==> config.mk <==
export PLATFORM = sky130hd
export DESIGN_NAME = double_ended_queue_top
export DESIGN_NICKNAME = d
export VERILOG_FILES = /design/src/sv/deq_pkg.sv /design/src/sv/deq_ctrl.sv /design/src/sv/deq_dpath.sv /design/src/sv/double_ended_queue_top.sv
export SDC_FILE = /design/constraint.sdc
export NUM_CORES = 1
export LEC_CHECK = 0
export BUFFER_PORTS_ARGS = -buffer_cell sky130_fd_sc_hd__buf_2
export CAP_MARGIN = 20
export CORE_ASPECT_RATIO = 0.5
export CORE_MARGIN = 1.5
export CORE_UTILIZATION = 52
export DETAILED_ROUTE_END_ITERATION = 12
export HOLD_SLACK_MARGIN = 0.1
export PLACE_DENSITY = 0.65
export SLEW_MARGIN = 20
export SYNTH_ARGS = -nofsm -noshare
export SYNTH_HDL_FRONTEND = slang
export SYNTH_HIERARCHICAL = 1
export SYNTH_SLANG_ARGS = --single-unit
==> constraint.sdc <==
create_clock -name clk -period 12.9 [get_ports clk]
set_clock_uncertainty 0.05 [all_clocks]
set_input_delay 1.935 -clock clk [delete_from_list [all_inputs] [get_ports clk]]
set_output_delay 1.935 -clock clk [all_outputs]
set_load 0.01 [all_outputs]
==> src/sv/deq_pkg.sv <==
// Shared types and codes for the double-ended queue.
package deq_pkg;

	localparam int unsigned WORD_W = 32;
	localparam int unsigned CMD_W  = 3;
	localparam int unsigned STAT_W = 2;

	localparam logic [CMD_W-1:0] CMD_ADD_FRONT    = 3'd0;
	localparam logic [CMD_W-1:0] CMD_ADD_BACK     = 3'd1;
	localparam logic [CMD_W-1:0] CMD_REMOVE_FRONT = 3'd2;
	localparam logic [CMD_W-1:0] CMD_REMOVE_BACK  = 3'd3;
	localparam logic [CMD_W-1:0] CMD_PEEK_FRONT   = 3'd4;
	localparam logic [CMD_W-1:0] CMD_PEEK_BACK    = 3'd5;
	localparam logic [CMD_W-1:0] CMD_QUERY_EMPTY  = 3'd6;

	localparam logic [STAT_W-1:0] ST_OK    = 2'd0;
	localparam logic [STAT_W-1:0] ST_EMPTY = 2'd1;
	localparam logic [STAT_W-1:0] ST_FULL  = 2'd2;

	typedef struct packed {
		logic [CMD_W-1:0]         command;
		logic signed [WORD_W-1:0] data_in;
	} cmd_beat_t;

	typedef struct packed {
		logic signed [WORD_W-1:0] data_out;
		logic                     is_empty;
		logic [STAT_W-1:0]        status;
	} rsp_beat_t;

	// controller to datapath
	typedef struct packed {
		logic load;
		logic exec;
		logic finish;
	} deq_ctl_t;

	// datapath to controller
	typedef struct packed {
		logic rsp_valid;
	} deq_stat_t;

endpackage

==> src/sv/deq_ctrl.sv <==
// Sequencing state machine for the double-ended queue.
module deq_ctrl (
	input  logic               clk,
	input  logic               arst_n,
	input  logic               cmd_valid,
	output logic               cmd_stall,
	input  logic               rsp_stall,
	input  deq_pkg::deq_stat_t stat,
	output deq_pkg::deq_ctl_t  ctl
);
	import deq_pkg::*;

	typedef enum logic [2:0] {
		S_IDLE = 3'b001,
		S_EXEC = 3'b010,
		S_DONE = 3'b100
	} state_t;

	state_t state_q, state_d;
	logic   slot_free;

	assign slot_free  = !stat.rsp_valid || !rsp_stall;
	assign cmd_stall  = (state_q != S_IDLE);
	assign ctl.load   = (state_q == S_IDLE) && cmd_valid;
	assign ctl.exec   = (state_q == S_EXEC);
	assign ctl.finish = (state_q == S_DONE) && slot_free;

	always_comb begin
		state_d = state_q;
		unique case (state_q)
			S_IDLE: if (cmd_valid) state_d = S_EXEC;
			S_EXEC: state_d = S_DONE;
			S_DONE: if (slot_free) state_d = S_IDLE;
			default: state_d = S_IDLE;
		endcase
	end

	always_ff @(posedge clk or negedge arst_n) begin
		if (!arst_n) begin
			state_q <= S_IDLE;
		end else begin
			state_q <= state_d;
		end
	end

endmodule

==> src/sv/deq_dpath.sv <==
// Ring store, indices, entry count and result register of the double-ended queue.
module deq_dpath #(
	parameter int unsigned DEPTH = 16
) (
	input  logic               clk,
	input  logic               arst_n,
	input  deq_pkg::cmd_beat_t cmd,
	input  logic               rsp_stall,
	input  deq_pkg::deq_ctl_t  ctl,
	output deq_pkg::deq_stat_t stat,
	output logic               rsp_valid,
	output deq_pkg::rsp_beat_t rsp
);
	import deq_pkg::*;

	localparam int unsigned AW = (DEPTH > 1) ? $clog2(DEPTH) : 1;
	localparam int unsigned CW = $clog2(DEPTH + 1);
	localparam logic [AW-1:0] LAST_IDX = AW'(DEPTH - 1);
	localparam logic [CW-1:0] FULL_CNT = CW'(DEPTH);

	logic [WORD_W-1:0] mem [DEPTH];

	logic [CMD_W-1:0]  cmd_q;
	logic [WORD_W-1:0] word_q;
	logic [AW-1:0]     front_q, back_q;
	logic [CW-1:0]     count_q;
	logic [WORD_W-1:0] rd_q;
	logic              use_rd_q;
	logic [STAT_W-1:0] status_q;
	logic              empty_q;
	logic              rsp_valid_q;
	rsp_beat_t         rsp_q;

	logic          is_add, is_take, full, empty;
	logic [AW-1:0] front_dec, front_inc, back_dec, back_inc;
	logic [AW-1:0] wr_addr, rd_addr;
	logic          wr_en;
	logic [CW-1:0] count_d;
	logic [AW-1:0] front_d, back_d;
	logic [STAT_W-1:0] status_d;

	assign is_add  = (cmd_q == CMD_ADD_FRONT) || (cmd_q == CMD_ADD_BACK);
	assign is_take = (cmd_q == CMD_REMOVE_FRONT) || (cmd_q == CMD_REMOVE_BACK) ||
			(cmd_q == CMD_PEEK_FRONT) || (cmd_q == CMD_PEEK_BACK);
	assign full  = (count_q == FULL_CNT);
	assign empty = (count_q == '0);

	// wrap in both directions, depth need not be a power of two
	assign front_dec = (front_q == '0) ? LAST_IDX : front_q - AW'(1);
	assign front_inc = (front_q == LAST_IDX) ? '0 : front_q + AW'(1);
	assign back_dec  = (back_q == '0) ? LAST_IDX : back_q - AW'(1);
	assign back_inc  = (back_q == LAST_IDX) ? '0 : back_q + AW'(1);

	assign wr_addr = (cmd_q == CMD_ADD_FRONT) ? front_dec : back_q;
	assign rd_addr = ((cmd_q == CMD_REMOVE_BACK) || (cmd_q == CMD_PEEK_BACK)) ?
			back_dec : front_q;
	assign wr_en   = ctl.exec && is_add && !full;

	always_comb begin
		front_d  = front_q;
		back_d   = back_q;
		count_d  = count_q;
		status_d = ST_OK;
		if (is_add && full) begin
			status_d = ST_FULL;
		end else if (is_take && empty) begin
			status_d = ST_EMPTY;
		end else begin
			unique case (cmd_q)
				CMD_ADD_FRONT: begin
					front_d = front_dec;
					count_d = count_q + CW'(1);
				end
				CMD_ADD_BACK: begin
					back_d  = back_inc;
					count_d = count_q + CW'(1);
				end
				CMD_REMOVE_FRONT: begin
					front_d = front_inc;
					count_d = count_q - CW'(1);
				end
				CMD_REMOVE_BACK: begin
					back_d  = back_dec;
					count_d = count_q - CW'(1);
				end
				default: ;
			endcase
		end
	end

	// read only in the execute cycle so the word holds while the result waits
	always_ff @(posedge clk) begin
		if (wr_en) begin
			mem[wr_addr] <= word_q;
		end
		if (ctl.exec) begin
			rd_q <= mem[rd_addr];
		end
	end

	always_ff @(posedge clk) begin
		if (ctl.load) begin
			cmd_q  <= cmd.command;
			word_q <= cmd.data_in;
		end
		if (ctl.exec) begin
			use_rd_q <= is_take && !empty;
			status_q <= status_d;
			empty_q  <= (count_d == '0);
		end
		if (ctl.finish) begin
			rsp_q.data_out <= use_rd_q ? rd_q : '0;
			rsp_q.is_empty <= empty_q;
			rsp_q.status   <= status_q;
		end
	end

	always_ff @(posedge clk or negedge arst_n) begin
		if (!arst_n) begin
			front_q     <= '0;
			back_q      <= '0;
			count_q     <= '0;
			rsp_valid_q <= 1'b0;
		end else begin
			if (ctl.exec) begin
				front_q <= front_d;
				back_q  <= back_d;
				count_q <= count_d;
			end
			// hold the beat while stalled, drop it once taken
			if (ctl.finish) begin
				rsp_valid_q <= 1'b1;
			end else if (!rsp_stall) begin
				rsp_valid_q <= 1'b0;
			end
		end
	end

	assign stat.rsp_valid = rsp_valid_q;
	assign rsp_valid      = rsp_valid_q;
	assign rsp            = rsp_q;

endmodule

==> src/sv/double_ended_queue_top.sv <==
// Top level of the double-ended queue: controller plus datapath.
//
//   channel | direction | payload    | handshake
//   cmd     | in        | cmd_beat_t | cmd_valid / cmd_stall
//   rsp     | out       | rsp_beat_t | rsp_valid / rsp_stall
//
// Each command passes through capture, execute (index update plus one
// access to the ring memory, whose read data is registered), and result load.
// The result load waits while a previous result beat is still stalled.
// Reset clears indices, count and the result valid; the memory holds no reset.
// cmd_stall is high from the cycle after a beat is taken until its result loads.
module double_ended_queue_top #(
	parameter int unsigned DEPTH = 16
) (
	input  logic               clk,
	input  logic               arst_n,
	input  logic               cmd_valid,
	output logic               cmd_stall,
	input  deq_pkg::cmd_beat_t cmd,
	output logic               rsp_valid,
	input  logic               rsp_stall,
	output deq_pkg::rsp_beat_t rsp
);
	import deq_pkg::*;

	deq_ctl_t  ctl;
	deq_stat_t stat;

	deq_ctrl u_ctrl (
		.clk       (clk),
		.arst_n    (arst_n),
		.cmd_valid (cmd_valid),
		.cmd_stall (cmd_stall),
		.rsp_stall (rsp_stall),
		.stat      (stat),
		.ctl       (ctl)
	);

	deq_dpath #(
		.DEPTH (DEPTH)
	) u_dpath (
		.clk       (clk),
		.arst_n    (arst_n),
		.cmd       (cmd),
		.rsp_stall (rsp_stall),
		.ctl       (ctl),
		.stat      (stat),
		.rsp_valid (rsp_valid),
		.rsp       (rsp)
	);

endmodule

==> out/qor.yml <==
outcome:
  status: "completed"
timing:
  min_period_ns: 4.382
  maxSlewHeadroom: 0.3093
  finalSetupTns_ns: 0
  max_freq_mhz: 228.2
  hold_violations: 0
  setup_viol: 0
  drv_slew: 0
  worstMarginPinSlew_ns: 1.036
  rsz0062_at_grt: "no"
  finalCritPeriodShare: 0.3397
place:
  gp_congestion: 0.8760
  place_area_sq_um: 26020
  dp_cells: 2166
  numPortBuffers: 75
  hpwl_mm: 28.91
grt:
  grt_usage: 0.2287
  antenna_found_initial: 0
  grt_pass1_vias: 13460
  grt_start_max_net_pins: 125
  gr-total-overflow: 0
  grt_pass1_wl_mm: 83.27
drt:
  drcViolationCount: 0
  post_drt_wl_per_cell_um: 25.00
  postRouteAntennaNets: 0
  post_drt_via_cell_ratio: 6.022
  num_vias: 13620
  drt-total-wl_mm: 56.55
  drt_pass1_iterations: 5
  drt_iter0_markers: 1374
yosys:
  yosysSeqAreaShare: 0.7627
  yosysTopAreaCell: "edfxtp_1"
  post_synth_num_cell_types: 60
  synth_area_sq_um: 24890
  ys.flop_type: "edfxtp_1"
  synth_nets: 1557
  ys_top_cells_by_area: "edfxtp_1 75%, mux2i_1 7.7%, nand2_1 2.4%"
  synth_area_per_cell_sq_um: 16.51
  yosysWarnings: 6
  synth_commonest_cells: "618 x edfxtp_1, 191 x mux2i_1, 156 x nand2_1"
  synth_cells: 1508
  synth.most_common_cell: "edfxtp_1"
  ys_seq_elements: 635
  yosysTopAreaCellShare: 0.7456
  ys_async_sr_fraction: 0.02677
  synth-edff-count: 618
critical_path:
  slowest_delay_ns: 0.96
  worstPathRequired_ns: 13.16
  criticalPathCategory: "reg2reg"
  cpMaxStageDelayCell: "mux2_8"
  start_kind: "flip-flop"
  critical_path.most_common_cell: "mux2i_1"
  arrival_ns: 4.64
  path_cells: "xnor2_2, nor2b_1, mux2_8, buf_4, mux2i_1, mux2i_1, mux2i_1, mux2i_1"
  crit_fanout: 124
  end_kind: "flip-flop"
run:
  maxCapViolCount: 0
floorplanning:
  io_pins: 76
  design.die.area_sq_um: 49270
  core_sq_um: 47020
  fp.dieW_um: 312.4
  num_rows: 56
  die_h_um: 157.7
  start_util: 0.5294
clock_tree:
  clock_latency_ns: 0.59
  clk_pin_slew_ns: 0.07
  ctsHoldBuffers: 0
  post_cts_buffers: 0
  h-tree-depth: 2
  cts.sinks: 635
  clockRootBuffer: "clkbuf_16"
  cts_resized: 0
  clockBufferDepth: 3
  cts_tree: "yes"
  cts_buffers: 53
cells_and_area:
  finalNonFillerCells: 2262
  fin_util: 0.5876
  fin_nets: 1633
  n_antenna_cell: 0
  design_area_sq_um: 27630
  drive_gt1_frac: 0.1361
  area_growth_pct: 10.99
power:
  ir_drop_uv: 252.5
  power_density_nw_per_um2: 217.8
  p_leak_nw: 9.426
worst_hold_path:
  hold_class: "reg2reg"
[per-stage QoR]
stage | worst slack (ns) | hold WS [ns] | power [mW]
detailed placement | 8.571 | 0.3562 | 4.529
global route | 8.213 | 0.3808 | 6.288
floorplan | 6.361 | 0.3503 | 4.034
finish | 8.518 | 0.3747 | 6.017
global placement | 8.755 | 0.3548 | 4.467
CTS | 8.506 | 0.3729 | 6.018
[registers in the layout, indices dropped and copies added (netlist names)]
signal	flops
u_dpath/rd_q	32
u_dpath/empty_q	1
u_dpath/rsp_valid	1
u_dpath/rsp	35
u_dpath/status_q	2
u_dpath/mem	512
u_dpath/word_q	32
u_ctrl/state_q	3
u_dpath/count_q	5
u_dpath/back_q	4
u_dpath/front_q	4
u_dpath/use_rd_q	1
u_dpath/cmd_q	3
[where the power goes]
| group | total (mW) | switching [mW] | internal, mW | leakage, nW |
|---|---|---|---|---|
| logic | 1.87 | 1.18 | 0.691 | 2.85 |
| registers | 2.65 | 0.147 | 2.51 | 5.79 |
| clock network | 1.50 | 0.703 | 0.794 | 0.785 |
[worst max-delay path, delay by kind of cell, from the launching register on]
family        cells  cell delay [ns]
flops             1             0.57
simple gates      1             0.79
buf+inv           1             0.71
xor+xnor          1             0.28
mux               5             1.63
[routing by layer]
layer	global-route usage	routed length (um)	vias up	share of wire
li1	-	-	6033	-
met1	0.3248	24860	6946	0.44
met2	0.3737	26630	554	0.47
met3	0.03380	3989	88	0.071
met4	0.06264	1074	0	0.019
met5	0	0	-	0
[cell families after synthesis]
kind of cell,Yosys count,synth area share
flip-flops,635,0.7627
AND/OR/NAND/NOR,342,0.06741
buffers and inverters,97,0.02146
XOR/XNOR,8,0.003117
adder cells (fa/ha/maj),10,0.005328
multiplexers,196,0.07922
AO/OA/AOI/OAI,220,0.06077
[layout by cell type, fill, tap and decap left out, types with 19 or more instances in the layout]
cell type,count
edfxtp_1,618
mux2i_1,190
nand2_1,155
buf_2,75
o21ai_0,67
a221oi_1,61
clkbuf_16,53
nand3_1,51
and2_1,34
buf_4,30
a21o_1,25
and4_1,21
a21oi_1,19
[final timing paths]
kind                                           from                 to  slack [ns]  cells past startpoint
worst max-delay path               u_dpath/cmd_q[1]    u_dpath/rd_q[8]        8.52                      8
worst min-delay path            u_dpath/status_q[0]     u_dpath/rsp[0]        0.37                      0
worst max register to register     u_dpath/cmd_q[1]    u_dpath/rd_q[8]        8.52                      8
worst min register to register  u_dpath/status_q[0]     u_dpath/rsp[0]        0.37                      0
max in group asynchronous                    arst_n  u_ctrl/state_q[0]       11.23                      1
min in group asynchronous                    arst_n  u_dpath/back_q[1]        1.23                      1
[final cells by class]
type                       count  area [sq um]
clock buffer                  62          1360
multi-input combinational    776          5595
clock inverter                33         215.2
tap                          638         798.3
sequential                   635         18980
inverter                      12         45.04
fill                        3431         19390
timing repair buffer         106         628.1
(Power assumes the default switching activity.)
